--- config.mk ---
export PLATFORM = sky130hd
export DESIGN_NAME = pcm_block_pathology_detector
export DESIGN_NICKNAME = d
export VERILOG_FILES = /design/src/rtl/pbpd_pkg.sv /design/src/rtl/pbpd_lane.sv /design/src/rtl/pbpd_merge.sv /design/src/rtl/pcm_block_pathology_detector.sv
export SDC_FILE = /design/constraint.sdc
export NUM_CORES = 2
export LEC_CHECK = 0
export BUFFER_PORTS_ARGS = -buffer_cell sky130_fd_sc_hd__buf_2
export CAP_MARGIN = 15
export CORE_MARGIN = 5
export CORE_UTILIZATION = 37
export CTS_CLUSTER_DIAMETER = 120
export DETAILED_ROUTE_END_ITERATION = 8
export GPL_ROUTABILITY_DRIVEN = 0
export PLACE_DENSITY_LB_ADDON = 0.05
export SYNTH_ARGS = -nofsm -noshare
export SYNTH_HDL_FRONTEND = slang
export SYNTH_SLANG_ARGS = --single-unit
--- constraint.sdc ---
create_clock -name i_clk -period 21.2 [get_ports i_clk]
set_clock_uncertainty 0.15 [all_clocks]
set_input_delay 1.06 -clock i_clk [delete_from_list [all_inputs] [get_ports i_clk]]
set_output_delay 1.06 -clock i_clk [all_outputs]
set_load 0.01 [all_outputs]
--- src/rtl/pbpd_pkg.sv ---
// shared types and constants of the pcm block pathology detector
`timescale 1ns / 1ps

package pbpd_pkg;

    // channel lanes and their index width
    localparam int NUM_LANES = 2;
    localparam int LANE_W    = 1;

    // field widths
    localparam int SAMPLE_W = 16;
    localparam int COUNT_W  = 16;
    localparam int MAG_W    = 16;
    localparam int SQ_W     = 31;
    localparam int SUM_W    = 31;
    localparam int ENERGY_W = 46;
    localparam int TARGET_W = 32;
    localparam int CFG_IDX_W  = 3;
    localparam int CFG_DATA_W = 16;

    // configuration register indexes
    localparam logic [CFG_IDX_W-1:0] CFG_CHANNEL_COUNT    = 3'd0;
    localparam logic [CFG_IDX_W-1:0] CFG_CLIP_LEVEL       = 3'd1;
    localparam logic [CFG_IDX_W-1:0] CFG_CLIP_COUNT_LIMIT = 3'd2;
    localparam logic [CFG_IDX_W-1:0] CFG_STEP_LIMIT       = 3'd3;
    localparam logic [CFG_IDX_W-1:0] CFG_PEAK_LIMIT       = 3'd4;
    localparam logic [CFG_IDX_W-1:0] CFG_MEAN_ABS_LIMIT   = 3'd5;

    // configuration reset values
    localparam logic [1:0]         RST_CHANNEL_COUNT    = 2'd2;
    localparam logic [COUNT_W-1:0] RST_CLIP_LEVEL       = 16'd32767;
    localparam logic [COUNT_W-1:0] RST_CLIP_COUNT_LIMIT = 16'd16;
    localparam logic [COUNT_W-1:0] RST_STEP_LIMIT       = 16'd30000;
    localparam logic [COUNT_W-1:0] RST_PEAK_LIMIT       = 16'd30000;
    localparam logic [COUNT_W-1:0] RST_MEAN_ABS_LIMIT   = 16'd8000;

    // running statistics of one channel
    typedef struct packed {
        logic [MAG_W-1:0]    peak;
        logic [COUNT_W-1:0]  clips;
        logic [COUNT_W-1:0]  step;
        logic [COUNT_W-1:0]  crossings;
        logic [SUM_W-1:0]    magnitude;
        logic [ENERGY_W-1:0] energy;
    } t_lane_stats;

    // one finished block as handed to the merge stage
    typedef struct packed {
        t_lane_stats [NUM_LANES-1:0] lanes;
        logic [COUNT_W-1:0]          frames;
        logic [TARGET_W-1:0]         mean_target;
        logic [LANE_W-1:0]           last_lane;
    } t_block;

    // thresholds of the pathology tests
    typedef struct packed {
        logic [COUNT_W-1:0] clip_count_limit;
        logic [COUNT_W-1:0] step_limit;
        logic [MAG_W-1:0]   peak_limit;
    } t_limits;

endpackage

--- src/rtl/pbpd_lane.sv ---
// one channel lane: sample register, magnitude and square, running statistics
`timescale 1ns / 1ps

module pbpd_lane import pbpd_pkg::*; (
    input  logic                       i_clk,
    input  logic                       i_rst_n,
    input  logic                       i_load,
    input  logic signed [SAMPLE_W-1:0] i_sample,
    input  logic                       i_upd,
    input  logic                       i_clr,
    input  logic                       i_first,
    input  logic [MAG_W-1:0]           i_clip_level,
    output t_lane_stats                o_stats
);

    logic signed [SAMPLE_W-1:0] r_sample;
    logic [MAG_W-1:0]           r_mag;
    logic [SQ_W-1:0]            r_sq;
    logic signed [SAMPLE_W-1:0] r_prev;
    logic signed [SAMPLE_W-1:0] n_prev;
    t_lane_stats                r_stats;
    t_lane_stats                n_stats;

    logic [MAG_W-1:0]    mag_in;
    logic [2*MAG_W-1:0]  sq_full;
    logic [SAMPLE_W:0]   diff;
    logic [SAMPLE_W:0]   diff_abs;
    logic [COUNT_W-1:0]  step_mag;

    // magnitude and square of the incoming sample (-32768 maps to 32768)
    assign mag_in  = i_sample[SAMPLE_W-1] ? (~i_sample + 16'd1) : i_sample;
    assign sq_full = mag_in * mag_in;

    // input stage register
    always_ff @(posedge i_clk) begin
        if (i_load) begin
            r_sample <= i_sample;
            r_mag    <= mag_in;
            r_sq     <= sq_full[SQ_W-1:0];
        end
    end

    // step against the previous sample
    assign diff     = {r_sample[SAMPLE_W-1], r_sample} - {r_prev[SAMPLE_W-1], r_prev};
    assign diff_abs = diff[SAMPLE_W] ? (~diff + 17'd1) : diff;
    assign step_mag = diff_abs[COUNT_W-1:0];

    // statistics update
    always_comb begin
        n_stats = r_stats;
        n_prev  = r_prev;
        if (i_upd) begin
            if (r_mag > r_stats.peak) begin
                n_stats.peak = r_mag;
            end
            if (r_mag >= i_clip_level) begin
                n_stats.clips = r_stats.clips + 16'd1;
            end
            if (!i_first) begin
                if (step_mag > r_stats.step) begin
                    n_stats.step = step_mag;
                end
                if (r_sample[SAMPLE_W-1] != r_prev[SAMPLE_W-1]) begin
                    n_stats.crossings = r_stats.crossings + 16'd1;
                end
            end
            n_stats.magnitude = r_stats.magnitude + SUM_W'(r_mag);
            n_stats.energy    = r_stats.energy + ENERGY_W'(r_sq);
            n_prev            = r_sample;
        end
    end

    // running state, cleared when the block closes
    always_ff @(posedge i_clk) begin
        if (!i_rst_n || i_clr) begin
            r_stats <= '0;
            r_prev  <= '0;
        end else begin
            r_stats <= n_stats;
            r_prev  <= n_prev;
        end
    end

    // statistics including the frame in flight
    assign o_stats = n_stats;

endmodule

--- src/rtl/pbpd_merge.sv ---
// merge stage: holds a finished block and emits one result per channel
`timescale 1ns / 1ps

module pbpd_merge import pbpd_pkg::*; (
    input  logic                i_clk,
    input  logic                i_rst_n,
    input  logic                i_blk_load,
    input  t_block              i_blk,
    input  t_limits             i_limits,
    output logic                o_blk_free,
    output logic                o_valid,
    input  logic                i_stall,
    output logic [LANE_W-1:0]   o_channel_index,
    output logic [COUNT_W-1:0]  o_frame_total,
    output logic [MAG_W-1:0]    o_peak_magnitude,
    output logic [COUNT_W-1:0]  o_clip_total,
    output logic [COUNT_W-1:0]  o_largest_step,
    output logic [COUNT_W-1:0]  o_crossing_total,
    output logic [SUM_W-1:0]    o_magnitude_sum,
    output logic [ENERGY_W-1:0] o_energy_sum,
    output logic                o_pathological,
    output logic                o_last_of_block
);

    t_block              r_blk;
    logic                r_blk_valid;
    logic [LANE_W-1:0]   r_lane;
    logic                r_out_valid;
    logic [LANE_W-1:0]   r_channel_index;
    logic [COUNT_W-1:0]  r_frame_total;
    t_lane_stats         r_out_stats;
    logic                r_pathological;
    logic                r_last;

    t_lane_stats sel;
    logic        out_free;
    logic        emit;
    logic        emit_last;
    logic        path;

    // emit control
    assign out_free   = !r_out_valid || !i_stall;
    assign emit       = r_blk_valid && out_free;
    assign emit_last  = emit && (r_lane == r_blk.last_lane);
    assign o_blk_free = !r_blk_valid || emit_last;

    // pathology tests on the selected channel
    assign sel  = r_blk.lanes[r_lane];
    assign path = (sel.clips >= i_limits.clip_count_limit)
               || (sel.step >= i_limits.step_limit)
               || ((sel.peak >= i_limits.peak_limit)
                   && ({1'b0, sel.magnitude} >= r_blk.mean_target));

    // block buffer control
    always_ff @(posedge i_clk) begin
        if (!i_rst_n) begin
            r_blk_valid <= 1'b0;
            r_lane      <= '0;
        end else if (i_blk_load) begin
            r_blk_valid <= 1'b1;
            r_lane      <= '0;
        end else if (emit_last) begin
            r_blk_valid <= 1'b0;
        end else if (emit) begin
            r_lane <= r_lane + 1'b1;
        end
    end

    // block buffer payload
    always_ff @(posedge i_clk) begin
        if (i_blk_load) begin
            r_blk <= i_blk;
        end
    end

    // output register control
    always_ff @(posedge i_clk) begin
        if (!i_rst_n) begin
            r_out_valid <= 1'b0;
        end else if (emit) begin
            r_out_valid <= 1'b1;
        end else if (!i_stall) begin
            r_out_valid <= 1'b0;
        end
    end

    // output register payload
    always_ff @(posedge i_clk) begin
        if (emit) begin
            r_channel_index <= r_lane;
            r_frame_total   <= r_blk.frames;
            r_out_stats     <= sel;
            r_pathological  <= path;
            r_last          <= (r_lane == r_blk.last_lane);
        end
    end

    assign o_valid          = r_out_valid;
    assign o_channel_index  = r_channel_index;
    assign o_frame_total    = r_frame_total;
    assign o_peak_magnitude = r_out_stats.peak;
    assign o_clip_total     = r_out_stats.clips;
    assign o_largest_step   = r_out_stats.step;
    assign o_crossing_total = r_out_stats.crossings;
    assign o_magnitude_sum  = r_out_stats.magnitude;
    assign o_energy_sum     = r_out_stats.energy;
    assign o_pathological   = r_pathological;
    assign o_last_of_block  = r_last;

endmodule

--- src/rtl/pcm_block_pathology_detector.sv ---
// pcm block pathology detector top level: config, frame counter, lanes, merge
// pipeline: a closing frame goes through the accumulate register, merge block buffer
// and output register; in stereo the right channel result follows the left
// throughput: one frame per cycle while o_stall is low; a closing frame stalls the input
// until the merge stage has emitted the last result of the previous block
// reset: config registers take their defaults and all statistics clear at once
`timescale 1ns / 1ps

module pcm_block_pathology_detector import pbpd_pkg::*; #(
    parameter int unsigned MAX_FRAMES = 65535
) (
    input  logic                       i_clk,
    input  logic                       i_rst_n,
    // configuration write channel
    input  logic                       i_cfg_valid,
    output logic                       o_cfg_ready,
    input  logic [CFG_IDX_W-1:0]       i_cfg_index,
    input  logic [CFG_DATA_W-1:0]      i_cfg_data,
    // frame input
    input  logic                       i_valid,
    output logic                       o_stall,
    input  logic signed [SAMPLE_W-1:0] i_sample_left,
    input  logic signed [SAMPLE_W-1:0] i_sample_right,
    input  logic                       i_block_end,
    // result output
    output logic                       o_valid,
    input  logic                       i_stall,
    output logic [LANE_W-1:0]          o_channel_index,
    output logic [COUNT_W-1:0]         o_frame_total,
    output logic [MAG_W-1:0]           o_peak_magnitude,
    output logic [COUNT_W-1:0]         o_clip_total,
    output logic [COUNT_W-1:0]         o_largest_step,
    output logic [COUNT_W-1:0]         o_crossing_total,
    output logic [SUM_W-1:0]           o_magnitude_sum,
    output logic [ENERGY_W-1:0]        o_energy_sum,
    output logic                       o_pathological,
    output logic                       o_last_of_block
);

    logic [1:0]         r_channel_count;
    logic [MAG_W-1:0]   r_clip_level;
    logic [COUNT_W-1:0] r_clip_count_limit;
    logic [COUNT_W-1:0] r_step_limit;
    logic [MAG_W-1:0]   r_peak_limit;
    logic [COUNT_W-1:0] r_mean_abs_limit;

    logic               r_s1_valid;
    logic               r_s1_end;
    logic               r_s1_stereo;
    logic [COUNT_W-1:0] r_frames;

    logic                          accept;
    logic                          s1_adv;
    logic                          s1_step;
    logic                          s1_close;
    logic                          blk_free;
    logic [COUNT_W-1:0]            frames_next;
    logic [TARGET_W-1:0]           mean_target;
    logic [NUM_LANES-1:0]          lane_upd;
    logic signed [SAMPLE_W-1:0]    lane_sample [NUM_LANES];
    t_lane_stats [NUM_LANES-1:0]   lane_stats;
    t_block                        blk;
    t_limits                       limits;

    // configuration registers, always ready
    assign o_cfg_ready = 1'b1;

    always_ff @(posedge i_clk) begin
        if (!i_rst_n) begin
            r_channel_count    <= RST_CHANNEL_COUNT;
            r_clip_level       <= RST_CLIP_LEVEL;
            r_clip_count_limit <= RST_CLIP_COUNT_LIMIT;
            r_step_limit       <= RST_STEP_LIMIT;
            r_peak_limit       <= RST_PEAK_LIMIT;
            r_mean_abs_limit   <= RST_MEAN_ABS_LIMIT;
        end else if (i_cfg_valid && o_cfg_ready) begin
            unique case (i_cfg_index)
                CFG_CHANNEL_COUNT:    r_channel_count    <= i_cfg_data[1:0];
                CFG_CLIP_LEVEL:       r_clip_level       <= i_cfg_data;
                CFG_CLIP_COUNT_LIMIT: r_clip_count_limit <= i_cfg_data;
                CFG_STEP_LIMIT:       r_step_limit       <= i_cfg_data;
                CFG_PEAK_LIMIT:       r_peak_limit       <= i_cfg_data;
                CFG_MEAN_ABS_LIMIT:   r_mean_abs_limit   <= i_cfg_data;
                default: ;
            endcase
        end
    end

    // accumulate stage control: a closing frame waits for the merge buffer
    assign frames_next = r_frames + 16'd1;
    assign s1_close    = r_s1_end || (frames_next >= COUNT_W'(MAX_FRAMES))
                      || (frames_next == '0);
    assign s1_adv      = !r_s1_valid || !s1_close || blk_free;
    assign s1_step     = r_s1_valid && s1_adv;
    assign o_stall     = !s1_adv;
    assign accept      = i_valid && !o_stall;

    always_ff @(posedge i_clk) begin
        if (!i_rst_n) begin
            r_s1_valid <= 1'b0;
        end else if (s1_adv) begin
            r_s1_valid <= i_valid;
        end
    end

    always_ff @(posedge i_clk) begin
        if (accept) begin
            r_s1_end    <= i_block_end;
            r_s1_stereo <= r_channel_count[1];
        end
    end

    // shared frame counter
    always_ff @(posedge i_clk) begin
        if (!i_rst_n) begin
            r_frames <= '0;
        end else if (s1_step) begin
            r_frames <= s1_close ? '0 : frames_next;
        end
    end

    // channel lanes: lane 0 always active, others only in stereo
    assign lane_sample[0] = i_sample_left;
    assign lane_sample[1] = i_sample_right;

    for (genvar g = 0; g < NUM_LANES; g++) begin : g_lane
        assign lane_upd[g] = s1_step && ((g == 0) || r_s1_stereo);

        pbpd_lane u_lane (
            .i_clk        (i_clk),
            .i_rst_n      (i_rst_n),
            .i_load       (accept),
            .i_sample     (lane_sample[g]),
            .i_upd        (lane_upd[g]),
            .i_clr        (s1_step && s1_close),
            .i_first      (r_frames == '0),
            .i_clip_level (r_clip_level),
            .o_stats      (lane_stats[g])
        );
    end

    // mean test threshold: limit times frames of the closing block
    assign mean_target = r_mean_abs_limit * frames_next;

    // finished block record
    always_comb begin
        blk.lanes       = lane_stats;
        blk.frames      = frames_next;
        blk.mean_target = mean_target;
        blk.last_lane   = r_s1_stereo ? LANE_W'(1) : LANE_W'(0);
    end

    assign limits.clip_count_limit = r_clip_count_limit;
    assign limits.step_limit       = r_step_limit;
    assign limits.peak_limit       = r_peak_limit;

    pbpd_merge u_merge (
        .i_clk            (i_clk),
        .i_rst_n          (i_rst_n),
        .i_blk_load       (s1_step && s1_close),
        .i_blk            (blk),
        .i_limits         (limits),
        .o_blk_free       (blk_free),
        .o_valid          (o_valid),
        .i_stall          (i_stall),
        .o_channel_index  (o_channel_index),
        .o_frame_total    (o_frame_total),
        .o_peak_magnitude (o_peak_magnitude),
        .o_clip_total     (o_clip_total),
        .o_largest_step   (o_largest_step),
        .o_crossing_total (o_crossing_total),
        .o_magnitude_sum  (o_magnitude_sum),
        .o_energy_sum     (o_energy_sum),
        .o_pathological   (o_pathological),
        .o_last_of_block  (o_last_of_block)
    );

    // input is held back only by a pending closing frame
    a_stall_needs_frame: assert property (@(posedge i_clk) disable iff (!i_rst_n)
        o_stall |-> (r_s1_valid && s1_close))
        else $error("input stalled without a closing frame pending");

    // the right channel result always ends its block
    a_right_is_last: assert property (@(posedge i_clk) disable iff (!i_rst_n)
        (o_valid && (o_channel_index == LANE_W'(1))) |-> o_last_of_block)
        else $error("right channel result not marked last");

    // a finished block holds at least one frame
    a_frames_nonzero: assert property (@(posedge i_clk) disable iff (!i_rst_n)
        o_valid |-> (o_frame_total != '0))
        else $error("result with zero frames");

    // a closed block clears the frame counter
    a_close_clears: assert property (@(posedge i_clk) disable iff (!i_rst_n)
        (s1_step && s1_close) |=> (r_frames == '0))
        else $error("frame counter not cleared after block close");

endmodule
; After elaboration in Yosys (flattened, before gate mapping)
; Index checks and enable logic that the tools add are counted.
[totals]
reg_bits = 1035
input_bits = 57
out_inout_bits = 163
wordCells = 163
[op_classes]
n_addsub = 16
n_mul = 3
n_lt_le_gt_ge = 12
eq_ne = 9
n_mux = 24
bitwise = 6
n_reduce_logical = 35
[ops]
columns = cell, count
row1 = $mux W141, 4
row2 = $mux W16, 13
row3 = $add A16 B1 Y16 const B, 9
row4 = $add A46 B31 Y46, 2
row5 = $ge A16 B16 Y1, 5
row6 = $gt A16 B16 Y1, 4
row7 = $mux W32, 2
row8 = $not A16 Y16, 4
row9 = $add A31 B16 Y31, 2
row10 = $mul A16 B16 Y31, 2
row11 = $sub A16 B16 Y17, 2
row12 = $ge A31 B32 Y1, 1
row13 = $logic_not A16 Y1, 2
row14 = $mul A16 B16 Y32, 1
row15 = $ge A16 B16 Y1 const B, 1
row16 = $reduce_and A2 Y1, 7
row17 = $logic_or A1 B1 Y1, 9
row18 = $logic_and A1 B1 Y1, 7
row19 = $logic_not A1 Y1, 7
row20 = $eq A3 B2 Y1 const B, 2
row21 = $eq A3 B3 Y1 const B, 2
row22 = $mux W1, 5
row23 = $eq A3 B1 Y1 const B, 1
row24 = $logic_not A3 Y1, 1
row25 = 8 further kinds, 10

; Depth between registers and ports, before layout
[depth]
ltp_word = 10
mapped_depth = 33
mapped_depth_nobuf = 31

; Hierarchy
; A second synthesis with hierarchy kept.
[hier_totals]
hier_cells = 6995
hier_area_um2 = 72468.3
[by_module_without_submodules]
columns = mod, n_inst, cells_per_inst, area_per_inst_um2, seq_area_each_um2
row1 = pbpd_lane (g_lane[0].u_lane), 1, 2306, 20792.4, 4944.7
row2 = pbpd_lane (g_lane[1].u_lane), 1, 2225, 20204.4, 4944.7
row3 = pbpd_merge, 1, 933, 18504.0, 14804.2
row4 = pcm_block_pathology_detector, 1, 1531, 12967.4, 2021.9

; Worst setup path after synthesis
; OpenSTA, ideal clock, no wires.
[synth_timing]
kind = reg2reg
start = register r_frames[0]
end = register u_merge.r_blk[0] (netlist name), enable pin
setup_time_ns = 1.030
arrival_time_ns = 15.996
t_required_ns = 20.020
slack_ns = 4.023
path_stages_with_launch = 10
path_buffers = 1
period_less_slack_ns = 17.177
path_cell_list = dfxtp_1 ha_1 buf_2 nand3_1 xnor2_1 inv_1 a2111oi_0 a311oi_1 nand2b_1 nor2_1
[synth_via]
elab_chain_len = 9
word_cells_on_any_way = 10
classes_between = add/sub (1) / order compare (1) / reduce/logical (8)
[synth_lines]
columns = element, line
row1 = start: declaration, pcm_block_pathology_detector.sv:50  ; logic [COUNT_W-1:0] r_frames;
row2 = start signal: assignment, pcm_block_pathology_detector.sv:118  ; r_frames <= s1_close ? '0 : frames_next;
row3 = $add A16 B1 Y16 *, pcm_block_pathology_detector.sv:90  ; assign frames_next = r_frames + 16'd1;
row4 = $ge A16 B16 Y1, pcm_block_pathology_detector.sv:91  ; assign s1_close = r_s1_end || (frames_next >= COUNT_W'(MAX_FRAMES))
row5 = $logic_or A1 B1 Y1, pcm_block_pathology_detector.sv:91
row6 = $logic_or A1 B1 Y1 *, pcm_block_pathology_detector.sv:92  ; || (frames_next == '0);
row7 = $logic_not A1 Y1, pcm_block_pathology_detector.sv:93  ; assign s1_adv = !r_s1_valid || !s1_close || blk_free;
row8 = $logic_or A1 B1 Y1 (2 in series), pcm_block_pathology_detector.sv:93
row9 = $logic_and A1 B1 Y1, pcm_block_pathology_detector.sv:94  ; assign s1_step = r_s1_valid && s1_adv;
row10 = $logic_and A1 B1 Y1 *, --
row11 = via g_lane[0].u_lane.i_clr, pbpd_lane.sv:10  ; input logic i_clr,
row12 = end signal: assignment, pbpd_merge.sv:72  ; r_blk <= i_blk;
row13 = end: declaration, pbpd_merge.sv:25  ; t_block r_blk;
; Mark *: on every way through the listed nets, which the timed path passes. The rest lies on a longest branch.
; A chain may end at the register's enable or synchronous reset.

; Worst setup path in the final report
[layout_timing]
start = input i_sample_right[0]
end = register g_lane[1].u_lane.r_sq[30], data pin
[layout_via]
elab_chain_len = 4
[layout_lines]
columns = element, line
row1 = start: declaration, pcm_block_pathology_detector.sv:23  ; input logic signed [SAMPLE_W-1:0] i_sample_right,
row2 = $not A16 Y16, pbpd_lane.sv:31  ; assign mag_in = i_sample[SAMPLE_W-1] ? (~i_sample + 16'd1) : i_sample;
row3 = $add A16 B1 Y16, pbpd_lane.sv:31
row4 = $mux W16, pbpd_lane.sv:31
row5 = via g_lane[1].u_lane.mag_in[13], pbpd_lane.sv:24  ; logic [MAG_W-1:0] mag_in;
row6 = $mul A16 B16 Y31, pbpd_lane.sv:32  ; assign sq_full = mag_in * mag_in;
row7 = via g_lane[1].u_lane.sq_full[30], pbpd_lane.sv:25  ; logic [2*MAG_W-1:0] sq_full;
row8 = end signal: assignment, pbpd_lane.sv:39  ; r_sq <= sq_full[SQ_W-1:0];
row9 = end: declaration, pbpd_lane.sv:18  ; logic [SQ_W-1:0] r_sq;
; The timed path passes the listed nets, and every way through them passes these cells.

==> impl_metrics.json <==
{
  "num_rows": 160,
  "start_util_pct": 37.2,
  "period_share_pct": 44.4,
  "ys_seq_area_share_pct": 37.7,
  "whs_ps": 267,
  "die_y_um": 447,
  "clk_pin_slew_ps": 70,
  "required_ps": 21570,
  "first_pass_iters": 5,
  "maxCapViolations": 0,
  "worstSetupPathType": "input port to flip-flop",
  "final_common_cell": "inv_1",
  "internal_power_mw": 6.34,
  "via_count": 48043,
  "wl_um": 198000,
  "setup_viol": 0,
  "hold_path.class": "flip-flop to flip-flop",
  "max_slew_margin_pct": 20.8,
  "power_switching_share_pct": 42.1,
  "synth_area_um2": 70800,
  "status": "completed",
  "syn_inst": 6883,
  "clock_sinks": 1028,
  "p_comb_share_pct": 56.4,
  "slowest_delay_ps": 700,
  "grt_max_degree": 138,
  "die_width_um": 447,
  "post-place-cells": 9495,
  "p_sw_mw": 4.60,
  "place_ws_ps": 10950,
  "grt_pass1_vias": 48949,
  "area_growth_pct": 11.7,
  "synth-async-reset-ratio_pct": 0,
  "leakage_nw": 34.8,
  "finalNonFillerCells": 9735,
  "cp.arrival_ps": 9790,
  "critPathTopFamily": "adder cells",
  "clock_path_buffers": 3,
  "cts.repair.resized": 0,
  "vias_per_cell": 4.94,
  "hpwl_um": 151000,
  "cp_common_cell": "fa_1",
  "globalRouteTotalUtil_pct": 19.8,
  "post-cts-setup-buffer-count": 0,
  "synth_cell_type_count": 86,
  "synth_edf_count": 613,
  "synth-main-ff-cell": "edfxtp_1",
  "path_buf_inv": 6,
  "drc": 0,
  "htreeDepth": 3,
  "hold_viol": 0,
  "cts_tree": "done",
  "ctsRootBufferMaster": "clkbuf_16",
  "ant_nets": 0,
  "port_buffers": 218,
  "max_freq_mhz": 106,
  "ir_worst_vdd_uv": 303,
  "worst_slew_pin_slew_ps": 1190,
  "startpoint_type": "input port",
  "cts_inserted_buffers": 120,
  "avgSynthCellArea_um2": 10.3,
  "core_area_um2": 190000,
  "antenna_found_initial": 17,
  "top_level_ports": 220,
  "final_util_pct": 41.6,
  "layout_common_cells": "inv_1, nand2_1, edfxtp_1",
  "nFillCells": 18634,
  "clock_latency_ps": 780,
  "setup_tns_ps": 0,
  "fin_crit_ps": 9420,
  "nNetsFinal": 8296,
  "grt_setup_unrepaired": "false",
  "yosys_warnings": 0,
  "clock_power_share_pct": 19.5,
  "overflow": 0,
  "worst_slack_ps": 11780,
  "critPathMaxFanout": 18,
  "synth_seq_cells": 1028,
  "grt_pass1_wl_um": 304000,
  "powerDensity_nw_per_um2": 138,
  "pwr-share-seq_pct": 24.1,
  "drive_above_1_share_pct": 10.5,
  "crit_slowest_cell": "xor2_1",
  "drtIter0Drc": 2540,
  "dieArea_um2": 200000,
  "wl_per_cell_um": 20.3,
  "critPathCaptureType": "flip-flop",
  "cts_hold_buf": 0,
  "maxSlewViolCount": 0
}
-- Yosys cell counts, types with 54 or more instances --
| cell | count | area, um^2 |
|---|---|---|
| clkbuf_1 | 166 | 623 |
| a21oi_1 | 253 | 1270 |
| nand2_1 | 834 | 3130 |
| xnor2_1 | 239 | 2090 |
| o21a_1 | 54 | 405 |
| mux2_2 | 188 | 2120 |
| and2_1 | 343 | 2150 |
| dfxtp_1 | 415 | 8310 |
| nor3_1 | 85 | 425 |
| nor2_1 | 293 | 1100 |
| xor2_1 | 123 | 1080 |
| edfxtp_1 | 613 | 18400 |
| o21ai_0 | 188 | 941 |
| a21boi_0 | 57 | 428 |
| inv_1 | 943 | 3540 |
| nand4_1 | 66 | 413 |
| fa_1 | 523 | 10500 |
| ha_1 | 608 | 7610 |
| nand3_1 | 109 | 546 |
| nor2b_1 | 77 | 482 |
| a21o_1 | 120 | 901 |
-- kinds of logic after synthesis --
group,after synthesis,share of synthesized area [%]
simple gates,2015,13.7
buf+inv,1177,6.36
fa+ha+maj,1131,25.5
flops,1028,37.7
compound gates,936,8.51
xor+xnor,365,4.55
mux,229,3.64
other cells,2,0.0106
-- power groups by stage --
stage          sequential [mW]  combinational, mW  clock (mW)
2_1_floorplan             2.65               4.60           0
3_3_place_gp              2.69               6.20           0
4_1_cts                   2.65               6.27        2.21
3_5_place_dp              2.68               6.16           0
5_1_grt                   2.65               7.04        2.28
6_report                  2.64               6.17        2.13
-- state kept, by name, indices dropped and copies added (netlist names), 30 cells and up --
signal                   flops
u_merge.o_magnitude_sum     31
g_lane.u_lane.r_sample      30
g_lane.u_lane.r_prev        32
u_merge.r_blk              331
u_merge.o_energy_sum        46
g_lane.u_lane.r_sq          60
g_lane.u_lane.r_mag         30
g_lane.u_lane.r_stats      282
-- metal layers --
| layer | global-route usage (%) | part of all wire, % |
|---|---|---|
| met1 | 28.1 | 48 |
| met2 | 32.4 | 46 |
| met3 | 2.45 | 3.7 |
| met4 | 4.73 | 2.2 |
| met5 | 0 | 0.0066 |
-- through the flow --
stage,cell area (um^2),total power [mW]
CTS,79100,11.1
finish,79100,10.9
global route,79100,12.0
detailed placement,75000,8.85
floorplan,70900,7.24
global placement,75000,8.89
-- layout make-up --
type | instances | area [um^2] | share of cell area, %
Antenna cell | 10 | 25.0 | 0.0316
Clock buffer | 156 | 3190 | 4.03
Clock inverter | 72 | 870 | 1.10
Inverter | 958 | 3600 | 4.55
Multi-Input combinational cell | 4699 | 39800 | 50.3
Sequential cell | 1028 | 26700 | 33.8
Tap cell | 2511 | 3140 | 3.97
Timing Repair Buffer | 301 | 1750 | 2.21
-- path summary, 6_finish.rpt --
kind	start	end	slack, ps	cells after the start
worst max register to register	r_frames[1]	u_merge.r_blk[32]	12310	27
worst max-delay path	i_sample_right[0]	g_lane[1].u_lane.r_sq[30]	11780	28
worst min register to register	u_merge.r_blk[35]	u_merge.o_frame_total[2]	270	0
worst min-delay path	u_merge.r_blk[35]	u_merge.o_frame_total[2]	270	0
Power figures use the tool's default switching activity.
